File: config.mk
export PLATFORM = sky130hd
export DESIGN_NAME = log_line_severity_classifier_flat
export DESIGN_NICKNAME = d
export VERILOG_FILES = /design/src/rtl/lsc_pkg.sv /design/src/rtl/lsc_text_if.sv /design/src/rtl/lsc_class_if.sv /design/src/rtl/log_line_severity_classifier.sv /design/src/rtl/lsc_cell.sv /design/src/rtl/lsc_matcher.sv /design/src/flat_wrapper.sv
export SDC_FILE = /design/constraint.sdc
export NUM_CORES = 1
export LEC_CHECK = 0
export BUFFER_PORTS_ARGS = -buffer_cell sky130_fd_sc_hd__buf_2
export CORE_ASPECT_RATIO = 0.75
export CORE_MARGIN = 2
export CORE_UTILIZATION = 60
export DETAILED_ROUTE_END_ITERATION = 16
export GPL_ROUTABILITY_DRIVEN = 0
export GPL_TIMING_DRIVEN = 0
export PLACE_DENSITY = 0.81
export SLEW_MARGIN = 40
export SYNTH_ARGS = -nofsm -noshare
export SYNTH_HDL_FRONTEND = slang
export SYNTH_SLANG_ARGS = --single-unit
File: constraint.sdc
create_clock -name clk -period 3.69 [get_ports clk]
set_clock_uncertainty 0.2 [all_clocks]
set_input_delay 0.1845 -clock clk [delete_from_list [all_inputs] [get_ports clk]]
set_output_delay 0.1845 -clock clk [all_outputs]
set_load 0.02 [all_outputs]
File: src/rtl/lsc_pkg.sv
// Shared constants, types, keyword table and helper functions of the
// log line severity classifier. No dependencies.
package lsc_pkg;

  localparam int WINDOW_DEPTH  = 7;
  localparam int MAX_CHARS     = 511;
  localparam int CNT_W         = $clog2(MAX_CHARS + 1);
  localparam int KEYWORD_COUNT = 13;
  localparam int GROUP_COUNT   = 5;

  typedef logic [7:0]                     byte_t;
  typedef logic [2:0]                     sev_class_t;
  typedef logic [CNT_W-1:0]               count_t;
  typedef logic [GROUP_COUNT-1:0]         group_hits_t;
  typedef byte_t [WINDOW_DEPTH-1:0]       window_t;
  typedef logic [WINDOW_DEPTH*8-1:0]      kw_text_t;
  typedef logic [2:0]                     kw_len_t;
  typedef logic [2:0]                     kw_group_t;

  // Item kinds.
  localparam logic KIND_CHAR = 1'b0;
  localparam logic KIND_EOL  = 1'b1;

  // Severity classes, in priority order.
  localparam sev_class_t CLASS_ERROR   = 3'd0;
  localparam sev_class_t CLASS_WARNING = 3'd1;
  localparam sev_class_t CLASS_DEBUG   = 3'd2;
  localparam sev_class_t CLASS_SUCCESS = 3'd3;
  localparam sev_class_t CLASS_INFO    = 3'd4;
  localparam sev_class_t CLASS_NONE    = 3'd5;

  localparam count_t MAX_COUNT = count_t'(MAX_CHARS);

  // A string literal is right-justified, so byte i of an entry is the
  // character that must sit i places back from the newest byte.
  localparam kw_text_t KW_TEXT [KEYWORD_COUNT] = '{
    kw_text_t'("error"),   kw_text_t'("fail"),   kw_text_t'("fatal"),
    kw_text_t'("crit"),    kw_text_t'("warn"),   kw_text_t'("debug"),
    kw_text_t'("trace"),   kw_text_t'("ok"),     kw_text_t'("success"),
    kw_text_t'("start"),   kw_text_t'("listen"), kw_text_t'("info"),
    kw_text_t'("notice")
  };

  localparam kw_len_t KW_LEN [KEYWORD_COUNT] = '{
    3'd5, 3'd4, 3'd5, 3'd4, 3'd4, 3'd5, 3'd5, 3'd2, 3'd7, 3'd5, 3'd6, 3'd4, 3'd6
  };

  localparam kw_group_t KW_GROUP [KEYWORD_COUNT] = '{
    3'd0, 3'd0, 3'd0, 3'd0, 3'd1, 3'd2, 3'd2, 3'd3, 3'd3, 3'd3, 3'd3, 3'd4, 3'd4
  };

  // Lowercase A-Z only; every other code passes unchanged.
  function automatic byte_t to_lower(input byte_t c);
    byte_t r;
    r = c;
    if (c >= 8'h41 && c <= 8'h5A) begin
      r = c + 8'h20;
    end
    return r;
  endfunction

  // Lowest set group wins; no group set means no class.
  function automatic sev_class_t pick_class(input group_hits_t hits);
    sev_class_t r;
    r = CLASS_NONE;
    priority if (hits[0]) r = CLASS_ERROR;
    else if (hits[1]) r = CLASS_WARNING;
    else if (hits[2]) r = CLASS_DEBUG;
    else if (hits[3]) r = CLASS_SUCCESS;
    else if (hits[4]) r = CLASS_INFO;
    else r = CLASS_NONE;
    return r;
  endfunction

endpackage

File: src/rtl/lsc_text_if.sv
// Input channel of the classifier: one byte or end-of-line per request.
// Depends on lsc_pkg.
interface lsc_text_if;
  import lsc_pkg::*;

  logic  valid;
  logic  ready;
  logic  kind;
  byte_t char_byte;

  modport source (output valid, output kind, output char_byte, input ready);
  modport sink   (input valid, input kind, input char_byte, output ready);
endinterface

File: src/rtl/lsc_class_if.sv
// Output channel of the classifier: one severity class per request.
// Depends on lsc_pkg.
interface lsc_class_if;
  import lsc_pkg::*;

  logic       valid;
  logic       ready;
  sev_class_t severity_class;

  modport source (output valid, output severity_class, input ready);
  modport sink   (input valid, input severity_class, output ready);
endinterface

File: src/rtl/log_line_severity_classifier.sv
// Log line severity classifier: one byte per request in, one class per line out.
// The class of a line is registered and becomes valid in the cycle after its end-of-line request.
// Throughput: one request per cycle; the input stalls only while the result
// register holds a class that the sink has not taken.
// Reset (synchronous, active high) empties the window, count, flags and result.
// Depends on lsc_pkg, lsc_text_if, lsc_class_if, lsc_cell and lsc_matcher.
module log_line_severity_classifier (
  input logic         clk,
  input logic         rst,
  lsc_text_if.sink    text,
  lsc_class_if.source result
);
  import lsc_pkg::*;

  // Request decode. A character counts only while the line has not been
  // stopped by a zero byte and the count is below the line limit.
  logic        in_fire;
  logic        eol;
  logic        open_char;
  logic        take;
  logic        stop_set;
  byte_t       lower;

  count_t      chars_seen;
  count_t      chars_seen_next;
  logic        stopped;
  logic        stopped_next;
  group_hits_t group_hits;
  group_hits_t group_hits_next;
  group_hits_t hits_now;

  logic        out_valid;
  sev_class_t  out_class;

  window_t     cell_q;
  window_t     window_next;

  // The result register parts the two sides: a new request enters whenever
  // the register is empty or is being emptied in the same cycle.
  assign text.ready = !out_valid || result.ready;
  assign in_fire    = text.valid && text.ready;
  assign eol        = in_fire && (text.kind == KIND_EOL);
  assign open_char  = in_fire && (text.kind == KIND_CHAR) && !stopped &&
                      (chars_seen < MAX_COUNT);
  assign take       = open_char && (text.char_byte != 8'h00);
  assign stop_set   = open_char && (text.char_byte == 8'h00);
  assign lower      = to_lower(text.char_byte);

  // The window is a chain of byte cells. On a counted byte every cell takes
  // its neighbor's byte and the first takes the new lowercased byte; an end
  // of line clears the whole chain back to zero.
  for (genvar i = 0; i < WINDOW_DEPTH; i++) begin : g_cell
    if (i == 0) begin : g_head
      assign window_next[i] = lower;
    end else begin : g_body
      assign window_next[i] = cell_q[i-1];
    end
    lsc_cell u_cell (
      .clk   (clk),
      .rst   (rst),
      .clear (eol),
      .shift (take),
      .d     (window_next[i]),
      .q     (cell_q[i])
    );
  end

  // Keywords are matched against the window as it will stand after the
  // shift, so a hit is recorded in the same cycle as its last byte. Cells
  // that have not yet been filled on this line hold zero and never match,
  // which also covers keywords longer than the bytes seen so far.
  lsc_matcher u_matcher (
    .window (window_next),
    .hits   (hits_now)
  );

  always_comb begin
    chars_seen_next = chars_seen;
    stopped_next    = stopped;
    group_hits_next = group_hits;
    priority if (eol) begin
      chars_seen_next = '0;
      stopped_next    = 1'b0;
      group_hits_next = '0;
    end else if (take) begin
      chars_seen_next = chars_seen + count_t'(1);
      group_hits_next = group_hits | hits_now;
    end else if (stop_set) begin
      stopped_next    = 1'b1;
    end else begin
      chars_seen_next = chars_seen;
      stopped_next    = stopped;
      group_hits_next = group_hits;
    end
  end

  always_ff @(posedge clk) begin
    if (rst) begin
      chars_seen <= '0;
      stopped    <= 1'b0;
      group_hits <= '0;
    end else begin
      chars_seen <= chars_seen_next;
      stopped    <= stopped_next;
      group_hits <= group_hits_next;
    end
  end

  // Result register: loaded with the class of the finished line, held
  // until the sink takes it.
  always_ff @(posedge clk) begin
    if (rst) begin
      out_valid <= 1'b0;
    end else if (eol) begin
      out_valid <= 1'b1;
    end else if (result.ready) begin
      out_valid <= 1'b0;
    end
  end

  always_ff @(posedge clk) begin
    if (eol) begin
      out_class <= pick_class(group_hits);
    end
  end

  assign result.valid          = out_valid;
  assign result.severity_class = out_class;

  // The byte count never runs past the line limit.
  a_count_limit: assert property (@(posedge clk) disable iff (rst)
    chars_seen <= MAX_COUNT)
    else $error("byte count above line limit");

  // An end of line leaves a pending class and a fresh line state behind.
  a_eol_clears: assert property (@(posedge clk) disable iff (rst)
    eol |=> (out_valid && group_hits == '0 && chars_seen == '0 && !stopped))
    else $error("end of line did not clear line state");

  // A stopped line records no further hits until it ends.
  a_stopped_frozen: assert property (@(posedge clk) disable iff (rst)
    (stopped && !eol) |=> ($stable(group_hits) && $stable(chars_seen)))
    else $error("stopped line changed its state");

  // A delivered class is always one of the defined codes.
  a_class_range: assert property (@(posedge clk) disable iff (rst)
    out_valid |-> (out_class <= CLASS_NONE))
    else $error("class code out of range");
endmodule

File: src/rtl/lsc_cell.sv
// One byte cell of the recent-character window; cells form a shift chain.
// Depends on lsc_pkg.
module lsc_cell (
  input  logic          clk,
  input  logic          rst,
  input  logic          clear,
  input  logic          shift,
  input  lsc_pkg::byte_t d,
  output lsc_pkg::byte_t q
);
  import lsc_pkg::*;

  byte_t held;

  // A cleared cell holds zero, which no keyword character matches.
  always_ff @(posedge clk) begin
    if (rst || clear) begin
      held <= '0;
    end else if (shift) begin
      held <= d;
    end
  end

  assign q = held;
endmodule

File: src/rtl/lsc_matcher.sv
// Compares the window tail against every keyword and reports group hits.
// Depends on lsc_pkg.
module lsc_matcher (
  input  lsc_pkg::window_t     window,
  output lsc_pkg::group_hits_t hits
);
  import lsc_pkg::*;

  always_comb begin
    logic m;
    hits = '0;
    for (int k = 0; k < KEYWORD_COUNT; k++) begin
      m = 1'b1;
      for (int i = 0; i < WINDOW_DEPTH; i++) begin
        if (kw_len_t'(i) < KW_LEN[k] && window[i] != KW_TEXT[k][i*8 +: 8]) begin
          m = 1'b0;
        end
      end
      if (m) begin
        hits[KW_GROUP[k]] = 1'b1;
      end
    end
  end
endmodule

File: src/flat_wrapper.sv
// flat-port wrapper written by rule: the top's interface ports become plain ports
module log_line_severity_classifier_flat import lsc_pkg::*;
  (clk, rst, text_valid, text_kind, text_char_byte, text_ready, result_valid, result_severity_class, result_ready);
  lsc_text_if text_i ();
  lsc_class_if result_i ();
  input logic clk;
  input logic rst;
  input wire logic [$bits(text_i.valid)-1:0] text_valid;
  input wire logic [$bits(text_i.kind)-1:0] text_kind;
  input wire logic [$bits(text_i.char_byte)-1:0] text_char_byte;
  output wire logic [$bits(text_i.ready)-1:0] text_ready;
  output wire logic [$bits(result_i.valid)-1:0] result_valid;
  output wire logic [$bits(result_i.severity_class)-1:0] result_severity_class;
  input wire logic [$bits(result_i.ready)-1:0] result_ready;
  assign text_i.valid = text_valid;
  assign text_i.kind = text_kind;
  assign text_i.char_byte = text_char_byte;
  assign text_ready = text_i.ready;
  assign result_valid = result_i.valid;
  assign result_severity_class = result_i.severity_class;
  assign result_i.ready = result_ready;
  log_line_severity_classifier u_core (.clk(clk), .rst(rst), .text(text_i), .result(result_i));
endmodule
== Word-level counts from Yosys, hierarchy flattened ==
Index checks and enable logic that the tools add are counted.

* Register bits: 67
* Input bits: 13
* Output and inout bits: 5

* Add/subtract/negate cells: 2
* Magnitude comparators: 3
* Equality and inequality tests: 46
* Mux-type cells: 77
* Bitwise logic cells: 3
* Reduce and logical (&&, ||, !) cells: 19

{| class="wikitable"
|+ Operators with widths
! kind !! number
|-
| inequality test 8 x 7 -> 1 bit (second input constant) || 46
|-
| two-way mux 1 bit || 74
|-
| adder 9 x 1 -> 9 bit (second input constant) || 1
|-
| < comparator 9 bit (second input constant) || 1
|-
| adder 8 x 6 -> 8 bit (second input constant) || 1
|-
| greater-or-equal comparator 8 x 7 -> 1 bit (second input constant) || 1
|-
| <= comparator 8 x 7 -> 1 bit (second input constant) || 1
|-
| logical AND 1 bit || 8
|-
| logical NOT 8 bit || 1
|-
| two-way mux 8 bit || 1
|-
| nonzero test 8 bit || 1
|-
| bitwise OR 5 bit || 1
|-
| two-way mux 2 bit || 2
|-
| OR reduction 2 bit || 2
|-
| OR reduction 4 bit || 1
|-
| logical NOT 1 bit || 2
|-
| logical OR 1 bit || 2
|-
| inverter 1 bit || 2
|-
| AND reduction 2 bit || 1
|-
| nonzero test 2 bit || 1
|}

== Depth between registers and ports, before layout ==
* Depth after elaboration: 15
* Gate-level depth with buffers: 8
* Mapped depth without buffers: 6

== Cells and area by module ==
A second synthesis with hierarchy kept.

* Cell total of the unflattened synthesis: 360
* Area, all modules: 3,378.2 sq um

{| class="wikitable"
|+ Modules (own cells, without submodules)
! module !! instances !! cells each !! area each (sq um) !! sequential area each (sq um)
|-
| lsc_cell || 6 || 27 || 295.3 || 160.2
|-
| log_line_severity_classifier || 1 || 98 || 907.1 || 410.4
|-
| lsc_matcher || 1 || 100 || 699.4 || 0.0
|}

== Worst setup path before layout ==
No wires, ideal clock.

* Path kind: flip-flop to flip-flop
* Start: register u_core.out_valid (netlist: u_core.result.valid)
* End: register u_core.chars_seen[5]
* Arrival time: 1,900 ps
* Slack: 1,519 ps
* Stages on the path, launching flop included: 7
* Path buffers: 1
* Clock period less this slack: 2,171 ps
* Path through: dfxtp_1 nand2b_1 nand3_1 or3_1 buf_6 or4_1 a21oi_1

* Longest elaborated chain between the ends: 7

{| class="wikitable"
|+ RTL lines
! what !! RTL line !! source
|-
| from (decl) || log_line_severity_classifier.sv:32 || <nowiki>logic out_valid;</nowiki>
|-
| from (signal assigned) || log_line_severity_classifier.sv:113 || <nowiki>out_valid <= 1'b0;</nowiki>
|-
| from (signal assigned) || log_line_severity_classifier.sv:115 || <nowiki>out_valid <= 1'b1;</nowiki>
|-
| from (signal assigned) || log_line_severity_classifier.sv:117 || <nowiki>out_valid <= 1'b0;</nowiki>
|-
| logical NOT 1 bit * || log_line_severity_classifier.sv:40 || <nowiki>assign text.ready = !out_valid || result.ready;</nowiki>
|-
| logical OR 1 bit * || log_line_severity_classifier.sv:40 ||
|-
| named net text_ready || flat_wrapper.sv:11 || <nowiki>output wire logic [$bits(text_i.ready)-1:0] text_ready;</nowiki>
|-
| logical AND 1 bit * || log_line_severity_classifier.sv:41 || <nowiki>assign in_fire = text.valid && text.ready;</nowiki>
|-
| logical AND 1 bit (3 in series) || log_line_severity_classifier.sv:43 || <nowiki>assign open_char = in_fire && (text.kind == KIND_CHAR) && !stopped &&</nowiki>
|-
| logical AND 1 bit || log_line_severity_classifier.sv:45 || <nowiki>assign take = open_char && (text.char_byte != 8'h00);</nowiki>
|-
| to (signal assigned) || log_line_severity_classifier.sv:103 || <nowiki>chars_seen <= chars_seen_next;</nowiki>
|-
| to (decl) || log_line_severity_classifier.sv:24 || <nowiki>count_t chars_seen;</nowiki>
|}

The timed path passes the listed nets; every way through them passes the cells marked *.
A chain may end at the register's enable or synchronous reset.

== Worst setup path in the final report ==
* Start: register u_core.chars_seen[2]
* End: register u_core.g_cell[3].u_cell.held[2]

* Longest elaborated chain between the ends: 3

{| class="wikitable"
|+ RTL lines
! what !! RTL line !! source
|-
| < comparator 9 bit || log_line_severity_classifier.sv:44 || <nowiki>(chars_seen < MAX_COUNT);</nowiki>
|-
| logical AND 1 bit || log_line_severity_classifier.sv:43 ||
|-
| logical AND 1 bit || log_line_severity_classifier.sv:45 ||
|-
| to (signal assigned) || lsc_cell.sv:18 || <nowiki>held <= '0;</nowiki>
|-
| to (signal assigned) || lsc_cell.sv:20 || <nowiki>held <= d;</nowiki>
|-
| to (decl) || lsc_cell.sv:13 || <nowiki>byte_t held;</nowiki>
|}

Every way passes these cells.

==> results.tsv <==
metric	value	unit
synth_fp_nets	430	
ys_ff_latch	67	
r2r-end	u_core.g_cell[3].u_cell.q[2]$_SDFFE_PP0P_	
overflow	0	
rrSetupSlack	1.16	ns
clk_latency	0.35	ns
hold_slack	0.0726	ns
ioPinCount	18	
crit_chain	buf_2 > nand3_1 > nor4_2 > nor3_1 > buf_2 > buf_2 > nand2_1 > a21oi_2	
cts.clk_slew.worst_paths	0.08	ns
post-route-drc-count	0	
grt_max_degree	14	
min_path_cells	4	
grtUsageTotal	0.295	
finalSetupViolCount	0	
crit_slowest_cell	nor4_2	
place_ws	1.33	ns
postSynthAreaPerCell	8.64	sq um
crit_fanout	10	
period_minus_slack	2.53	ns
fmax	396	MHz
layout-drive-gt1-share	0.276	
maxCapViolCount	0	
tns	0	ns
hold_end	u_core.stopped$_SDFFE_PP0P_	
finalWorstSetupSlack	1.16	ns
postRouteAntennaNets	0	
avgViaCountPerCell	6.25	
postCtsHoldBufs	8	
cp.required	3.70	ns
hp-start	text_char_byte[6]	
clockBufferDepth	2	
wl	9400	microns
critPathKind	reg2reg	
power-per-cell-area	380	nW/um^2
peakVddDrop	0.269	mV
hp-class	in2reg	
critPathMaxStageDelay	0.64	ns
leakage	0.00122	uW
ys_warn_count	0	
num_vias	3321	
fin_crit_sh	0.685	
rsz0062_at_grt	false	
cts_max_level	3	
path_buf_inv	3	
end_kind	flop	
die_h	71.0	microns
area_delta_synth_final	13.2	%
ys_async_sr_fraction	0	
io_buffers	14	
cts_buffers	9	
drtPass1Iterations	5	
postSynthCellCount	415	
yosysSeqAreaShare	0.382	
coreArea	5800	sq um
dieArea	6620	sq um
die_w	93.3	microns
routedWlPerCell	17.7	microns
synth.distinct_cells	57	
fp-row-count	24	
place_hpwl	6580	microns
initial_core_util	0.619	
synth-edff-count	3	
cp.arrival	2.54	ns
reg2regPathDepth	8	
postCtsSetupRepairBufs	0	
synth_ff_type	dfxtp_1	
antenna_found_initial	0	
fin_nets	463	
crit_top_cell	buf_2	
drt-initial-drc-count	317	
synth_area	3590	sq um
antenna_cells	0	
regToRegStartpoint	u_core.chars_seen[2]$_SDFFE_PP0P_	
cts_sinks	67	
tightest_slew	0.906	ns
cts-root-buf	clkbuf_8	
crit_family	simple AND/OR/NAND/NOR gates	
critPathLaunchType	flop	
slew_violations	0	
final_cell_mix	nand2_1, dfxtp_1, a21oi_2, nand2_2	
outcome	complete, no violations	
grt_pass1_vias	3069	
grt_pass1_wl	15300	microns
max_slew_margin	0.388	
cts_tree	built	
final_common_cell	nand2_1	
cts_resized	0	
hold_viol	0	
## worst reg2reg max path, cell delays in order, from the launching register on
cell,delay (ns)
dfxtp_1,0.31
buf_2,0.17
nand3_1,0.21
nor4_2,0.64
nor3_1,0.23
buf_2,0.27
buf_2,0.21
nand2_1,0.10
a21oi_2,0.05
## power breakdown
part | leakage, uW | internal, uW | switching [uW]
sequential | 0.000540 | 734 | 9.70
clock | 0.000108 | 358 | 310
combinational | 0.000575 | 45.2 | 83.2
## stage by stage
stage | power [uW] | instance area, sq um | utilization | instances
finish | 1540 | 4060 | 0.700 | 531
global route | 1580 | 4060 | 0.700 | 531
CTS | 1540 | 4050 | 0.699 | 531
detailed placement | 878 | 3750 | 0.648 | 507
global placement | 876 | 3750 | 0.648 | 507
floorplan | 843 | 3590 | - | 415
## flip-flops by register name, indices dropped and copies added (netlist names)
register                      count
u_core.g_cell.u_cell.q           48
u_core.chars_seen                 9
u_core.group_hits                 5
u_core.result.severity_class      3
u_core.result.valid               1
u_core.stopped                    1
## worst max-delay path by stage
stage,slack (ns),cells after the start,start,end
final,1.16,8,u_core.chars_seen[2]$_SDFFE_PP0P_,u_core.g_cell[3].u_cell.q[2]$_SDFFE_PP0P_
after global routing,1.05,8,u_core.chars_seen[2]$_SDFFE_PP0P_,u_core.g_cell[3].u_cell.q[2]$_SDFFE_PP0P_
after CTS,1.20,8,text_char_byte[5],u_core.group_hits[2]$_SDFFE_PP0P_
after detailed placement,1.33,8,u_core.chars_seen[2]$_SDFFE_PP0P_,u_core.g_cell[3].u_cell.q[4]$_SDFFE_PP0P_
after global placement,1.36,5,u_core.g_cell[2].u_cell.q[5]$_SDFFE_PP0P_,u_core.group_hits[2]$_SDFFE_PP0P_
after floorplan,1.52,6,u_core.result.valid$_SDFFE_PP0P_,u_core.chars_seen[5]$_SDFFE_PP0P_
## routing by layer
| layer | routed length (microns) | GRT usage |
|---|---|---|
| met1 | 4370 | 0.449 |
| met2 | 4160 | 0.422 |
| met3 | 672 | 0.0618 |
| met4 | 202 | 0.0850 |
| met5 | 0 | 0 |
## cells by family after synthesis
| group | synth area share |
|---|---|
| xor gates and xnor gates | 0.00977 |
| adders and majority gates | 0.00698 |
| buffers and inverters | 0.0635 |
| DFF | 0.382 |
| AOI/OAI and AO/OA | 0.164 |
| and+or+nand+nor | 0.374 |
## area by class of cell
class	count	area, sq um
Timing Repair Buffer	22	150
Multi-Input combinational cell	313	1990
Fill cell	460	1740
Clock buffer	10	149
Buffer	26	194
Clock inverter	6	68.8
Sequential cell	67	1370
Tap cell	78	97.6
Inverter	9	33.8
## Yosys cell counts, drive strengths merged, types with 3 or more instances
cell type / number / area, sq um
xnor2: 4 / 35.0
and4b: 4 / 40.0
a31oi: 3 / 18.8
or3: 4 / 30.0
nand4b: 5 / 43.8
nand4: 12 / 75.1
nor4: 10 / 68.8
o21ai: 3 / 15.0
dfxtp: 64 / 1280
nor3: 10 / 66.3
nand4bb: 4 / 45.0
nor4bb: 9 / 90.1
clkbuf: 10 / 37.5
nand3b: 4 / 30.0
buf: 16 / 156
a21oi: 54 / 413
nor3b: 4 / 30.0
nor2b: 6 / 37.5
or4: 5 / 41.3
nand2: 103 / 462
nand3: 9 / 45.0
nand2b: 5 / 31.3
nor4b: 5 / 43.8
edfxtp: 3 / 90.1
o31ai: 4 / 30.0
nor2: 22 / 82.6
inv: 9 / 33.8
Note: power is estimated with default switching activity, not from simulation.
